File: src/rtl/crs_pkg.sv
`timescale 1ns / 1ps
// ----------------------------------------------------------------------------
// crs_pkg
// Shared constants and types for the Catmull-Rom spline evaluator.
// ----------------------------------------------------------------------------
package crs_pkg;

    localparam int MAX_POINTS  = 16;
    localparam int COORD_WIDTH = 16;
    localparam int FRAC_BITS   = 16;

    // Fixed field widths of the stream items.
    localparam int REQ_W    = 2;
    localparam int PIDX_W   = 4;
    localparam int CURVE_W  = 20;
    localparam int OUT_W    = 19;
    localparam int PCOUNT_W = 5;
    localparam int CFG_IDX_W  = 1;
    localparam int CFG_DATA_W = 5;

    // Derived widths.
    localparam int IDX_W  = $clog2(MAX_POINTS);
    localparam int CNT_W  = IDX_W + 1;
    localparam int SEG_W  = CURVE_W - FRAC_BITS;
    localparam int CMP_BASE = (SEG_W > CNT_W) ? SEG_W : CNT_W;
    localparam int CMP_W  = ((CMP_BASE > PCOUNT_W) ? CMP_BASE : PCOUNT_W) + 2;
    localparam int WGT_W  = FRAC_BITS + 5;
    localparam int PROD_W = COORD_WIDTH + WGT_W;
    localparam int PAIR_W = PROD_W + 1;
    localparam int SUM_W  = PROD_W + 3;

    localparam int IN_DATA_W  = 56;
    localparam int OUT_DATA_W = 40;
    localparam int OUT_USER_W = 2;

    typedef enum logic [REQ_W-1:0] {
        REQ_WRITE = 2'd0,
        REQ_POS   = 2'd1,
        REQ_GRAD  = 2'd2
    } req_t;

    localparam logic [CFG_IDX_W-1:0] CFG_LOOP_MODE   = 1'b0;
    localparam logic [CFG_IDX_W-1:0] CFG_POINT_COUNT = 1'b1;

    typedef struct packed {
        logic                   en;
        logic [IDX_W-1:0]       addr;
        logic [COORD_WIDTH-1:0] x;
        logic [COORD_WIDTH-1:0] y;
    } pt_wr_t;

    typedef struct packed {
        logic                  en;
        logic [3:0][IDX_W-1:0] addr;
    } pt_rd_t;

endpackage

File: src/rtl/crs_point_ram.sv
`timescale 1ns / 1ps
// ----------------------------------------------------------------------------
// crs_point_ram
// Control point table: two identical banks of x/y words, each with one write
// port and two registered read ports, giving four reads per cycle.
// ----------------------------------------------------------------------------
module crs_point_ram
    import crs_pkg::*;
(
    input  logic                         clk,
    input  pt_wr_t                       wr,
    input  pt_rd_t                       rd,
    output logic [3:0][COORD_WIDTH-1:0]  rd_x,
    output logic [3:0][COORD_WIDTH-1:0]  rd_y
);

    logic [2*COORD_WIDTH-1:0] bank_a [MAX_POINTS];
    logic [2*COORD_WIDTH-1:0] bank_b [MAX_POINTS];
    logic [3:0][2*COORD_WIDTH-1:0] rd_data_reg;

    // Both banks take every write so that they always hold the same points.
    always_ff @(posedge clk)
    begin
        if (wr.en)
        begin
            bank_a[wr.addr] <= {wr.y, wr.x};
            bank_b[wr.addr] <= {wr.y, wr.x};
        end
    end

    always_ff @(posedge clk)
    begin
        if (rd.en)
        begin
            rd_data_reg[0] <= bank_a[rd.addr[0]];
            rd_data_reg[1] <= bank_a[rd.addr[1]];
            rd_data_reg[2] <= bank_b[rd.addr[2]];
            rd_data_reg[3] <= bank_b[rd.addr[3]];
        end
    end

    always_comb
    begin
        for (int i = 0; i < 4; i++)
        begin
            rd_x[i] = rd_data_reg[i][COORD_WIDTH-1:0];
            rd_y[i] = rd_data_reg[i][2*COORD_WIDTH-1:COORD_WIDTH];
        end
    end

endmodule

File: config.mk
export PLATFORM = sky130hd
export DESIGN_NAME = crs_point_ram
export DESIGN_NICKNAME = d
export VERILOG_FILES = /design/src/rtl/crs_pkg.sv /design/src/rtl/crs_point_ram.sv
export SDC_FILE = /design/constraint.sdc
export NUM_CORES = 1
export LEC_CHECK = 0
export BUFFER_PORTS_ARGS = -buffer_cell sky130_fd_sc_hd__buf_4
export CORE_MARGIN = 4
export CORE_UTILIZATION = 45
export CTS_CLUSTER_DIAMETER = 100
export DETAILED_ROUTE_END_ITERATION = 10
export GPL_TIMING_DRIVEN = 0
export PLACE_DENSITY = 0.74
export SLEW_MARGIN = 15
export SYNTH_ARGS = -nofsm -noshare
export SYNTH_HDL_FRONTEND = slang
export SYNTH_SLANG_ARGS = --single-unit
File: constraint.sdc
create_clock -name clk -period 5.9 [get_ports clk]
set_input_delay 0.885 -clock clk [delete_from_list [all_inputs] [get_ports clk]]
set_output_delay 0.885 -clock clk [all_outputs]
set_load 0.02 [all_outputs]
# After elaboration in Yosys (flattened, before gate mapping)
# Memory sizes are Yosys's and may differ from the RTL's. A register that Yosys moved wholly into a read port is not among the register bits.
# Index checks and enable logic that the tools add are counted.
dict set report word_totals {
  ram_bits 1024
  n_memories 2
  reg_bits 0
  output_inout_bits 128
  in_bits 55
}
dict set report classes {
  muxes 2
}
# memory depth width read_ports rd_clocked_by_memory_dff wr line_no
set memory_table {}
lappend memory_table {bank_a 16 32 2 2 1 crs_point_ram.sv:17} ;# logic [2*COORD_WIDTH-1:0] bank_a [MAX_POINTS];
lappend memory_table {bank_b 16 32 2 2 1 crs_point_ram.sv:18} ;# logic [2*COORD_WIDTH-1:0] bank_b [MAX_POINTS];
# op n
set ops {}
lappend ops {{1-bit two-way mux} 2}

# Depth between registers and ports, before layout
dict set report depth {
  depth_word 2
  mapped_depth 5
  ltp_nobuf 3
}

# Worst setup path after synthesis
# No wires, ideal clock.
dict set report synth_path {
  path_type {input to register}
  start {input port wr[35] (netlist name)}
  end {memory bank_b[0][0] (netlist name) (enable)}
  setup_ns 0.461
  path_buffers 0
  slack_ns 1.835
  arrival_ns 3.603
  cell_stages 2
  t_required_ns 5.439
  path_cell_list {or3b_2 > nor3_1}
}
# element line_no
set synth_rtl {}
lappend synth_rtl {{from (decl)} crs_point_ram.sv:11} ;# input pt_wr_t wr,
lappend synth_rtl {{to (decl)} crs_point_ram.sv:18}
# No word-level cell before the write port.

# Final worst setup path
dict set report layout_path {
  start {input port wr[35] (netlist name)}
  end {memory bank_b[0][27] (netlist name) (enable)}
}
# No word-level cell before the write port.

==> flow_metrics.tcl <==
set metrics [dict create \
    outcome "finished, final reports clean" \
    fp.dieArea_um2 80400 \
    netlist.top_cell.by_area "edfxtp_1" \
    detail_route.drc_violations 0 \
    yosys_warnings 0 \
    final_antenna_net_count 0 \
    syn2layout_area_growth_pct 16.36 \
    insertion_delay_ns 0.65 \
    place_inst 2933 \
    post_cts_hold_buffer_count 0 \
    fmaxAchievable_mhz 380.4 \
    timing_hold_violations_final 0 \
    max-clock-path-buffers 3 \
    final_cell_mix "edfxtp_1, mux4_2, a22oi_1, buf_4, nand2_1" \
    ys_ff_latch 640 \
    postSynthCellCount 1747 \
    static-leakage-power_nw 12.93 \
    route.detailed.wl_per_inst_um 37.59 \
    power_per_cell_area_nw_per_um2 278.4 \
    clk_transition_reported_paths_ns 0.06 \
    final_net_count 2091 \
    ir_worst_vdd_v 0.0002143 \
    numClockSinks 640 \
    routabilityCongestion 0.8922 \
    timing.hold.worst.class "primary input to flip-flop" \
    transition_time_at_the_pin_with_the_least_slew_margin_ns 1.198 \
    final_core_util 0.5314 \
    grt_pass1_vias 23210 \
    detail_route.vias_per_cell 7.476 \
    crit_required_ns 6.22 \
    grt_remaining_overflow 0 \
    synthDominantCellAreaShare 0.5625 \
    pre_cts_slack_ns 2.704 \
    core_area_um2 74820 \
    ys_types 16 \
    cts-root-buf "clkbuf_16" \
    crit_type "primary input to flip-flop" \
    dr.pass1.iters 6 \
    layout-drive-gt1-share 0.4376 \
    synthesis.area_per_instance_um2 19.56 \
    hpwlAfterDp_um 77440 \
    synth_area_um2 34170 \
    grt_antenna_before_repair 5 \
    rsz0062_at_grt "false" \
    cp-start-kind "primary input" \
    critPathCaptureType "flip-flop" \
    synthesis.nets 1802 \
    most_common_cell_after_layout_fill_and_taps_aside "edfxtp_1" \
    grt_util_all_layers 0.2787 \
    resize_count_post_cts 0 \
    arrival_ns 2.95 \
    via_count 22840 \
    port-buffer-count 174 \
    route.final.wire_length_um 114800 \
    finish.cell_count_without_fillers 3055 \
    timing_max_transition_violations_final 0 \
    total_of_max_cap_violations 0 \
    final_critical_path_setup_slack_ns 3.271 \
    post-route-period-util 0.4456 \
    grt_pass1_wl_um 161200 \
    post_cts_buffers 0 \
    final-setup-viol-count 0 \
    pin_count_of_the_biggest_net_entering_global_routing 66 \
    ys_seq_area_frac 0.5625 \
    die_width_um 283.6 \
    effective_utilization_at_floorplan 0.4567 \
    path_max_fanout 7 \
    finalWorstPathRequiredPeriod_ns 2.629 \
    synth.area.top_cells "edfxtp_1, mux4_2, a22oi_1" \
    tritoncts.num_buffers 70 \
    die_height_um 283.6 \
    drt_iter0_markers 4380 \
    clock_tree.htree_level_count 3 \
    tritoncts "yes" \
    boundaryPins 183 \
    finClkSkew_ns 0.03381 \
    timing.slew.headroom 0.2014 \
    worst_hold_slack_ns 0.5489 \
    rows 100 \
]
cells in the mapped netlist:
master / count
a22oi_1: 256
and2_1: 4
buf_1: 34
buf_2: 29
buf_4: 36
clkbuf_1: 73
edfxtp_1: 640
mux4_2: 512
nand2_1: 129
nand2b_1: 2
nand3_1: 1
nand3b_1: 2
nor2_1: 16
nor2b_1: 8
nor3_1: 4
or3b_2: 1
critical path: stages:
cell,delay (ns)
buf_4,0.13
or3b_2,0.59
nor3_2,0.58
buf_4,0.35
buf_6,0.18
buf_4,0.22
kinds of logic (layout without fill, tap and decap cells):
| group | Yosys count | count (layout) | synth area share |
|---|---|---|---|
| flip-flops | 640 | 640 | 0.5625 |
| AND/OR/NAND/NOR | 167 | 167 | 0.01992 |
| multiplexers | 512 | 512 | 0.3375 |
| AO/OA/AOI/OAI | 256 | 256 | 0.05625 |
| buffers and inverters | 172 | 509 | 0.02391 |
| other | 0 | 2 | 0 |
routing by layer:
| metal | vias to the layer above | routed length [µm] | track usage |
|---|---|---|---|
| met5 | - | 48 | 0 |
| met4 | 8 | 7646 | 0.1588 |
| met3 | 534 | 18160 | 0.09606 |
| met2 | 2401 | 53610 | 0.4405 |
| met1 | 11450 | 35360 | 0.3366 |
| li1 | 8449 | - | - |
area by class of cell:
cell class	count	area, µm²
plain buffers	172	817.0
well taps	969	1212
fillers	5642	35060
repair buffers	217	2071
diodes	2	5.005
clock inverters	45	420.4
multi-input cells	935	14240
flip-flops and latches	640	19220
clock buffers	75	1770
flip-flops by register name (all words and copies together), names as in the netlist:
name,flops
bank_b,512
rd_y,64
rd_x,64
per-stage QoR:
stage / area [µm²] / power [W] / TNS [ns]
3_3_place_gp: 36690 / 0.006780 / -153.07
6_report: 39760 / 0.01107 / 0
5_1_grt: 39750 / 0.01132 / 0
4_1_cts: 39750 / 0.01104 / 0
2_1_floorplan: 34170 / 0.006214 / 0
3_5_place_dp: 37560 / 0.006839 / 0
final timing paths:
| check | start | to | slack [ns] | cells past startpoint |
|---|---|---|---|---|
| worst max-delay path | wr[35] | bank_b[0][27]$_DFFE_PP_ | 3.27 | 6 |
| worst min-delay path | wr[9] | bank_b[4][25]$_DFFE_PP_ | 0.55 | 1 |
| worst min register to register | bank_b[14][18]$_DFFE_PP_ | rd_y[2]$_DFFE_PP_ | 0.84 | 3 |
| worst max register to register | bank_b[0][22]$_DFFE_PP_ | rd_y[38]$_DFFE_PP_ | 4.10 | 3 |
power breakdown:
| part | total, W | internal (W) | switching (W) |
|---|---|---|---|
| clock network | 0.00428 | 0.00241 | 0.00188 |
| registers | 0.00527 | 0.00519 | 0.0000828 |
| logic | 0.00151 | 0.000631 | 0.000883 |
Power figures use the tool's default switching activity.
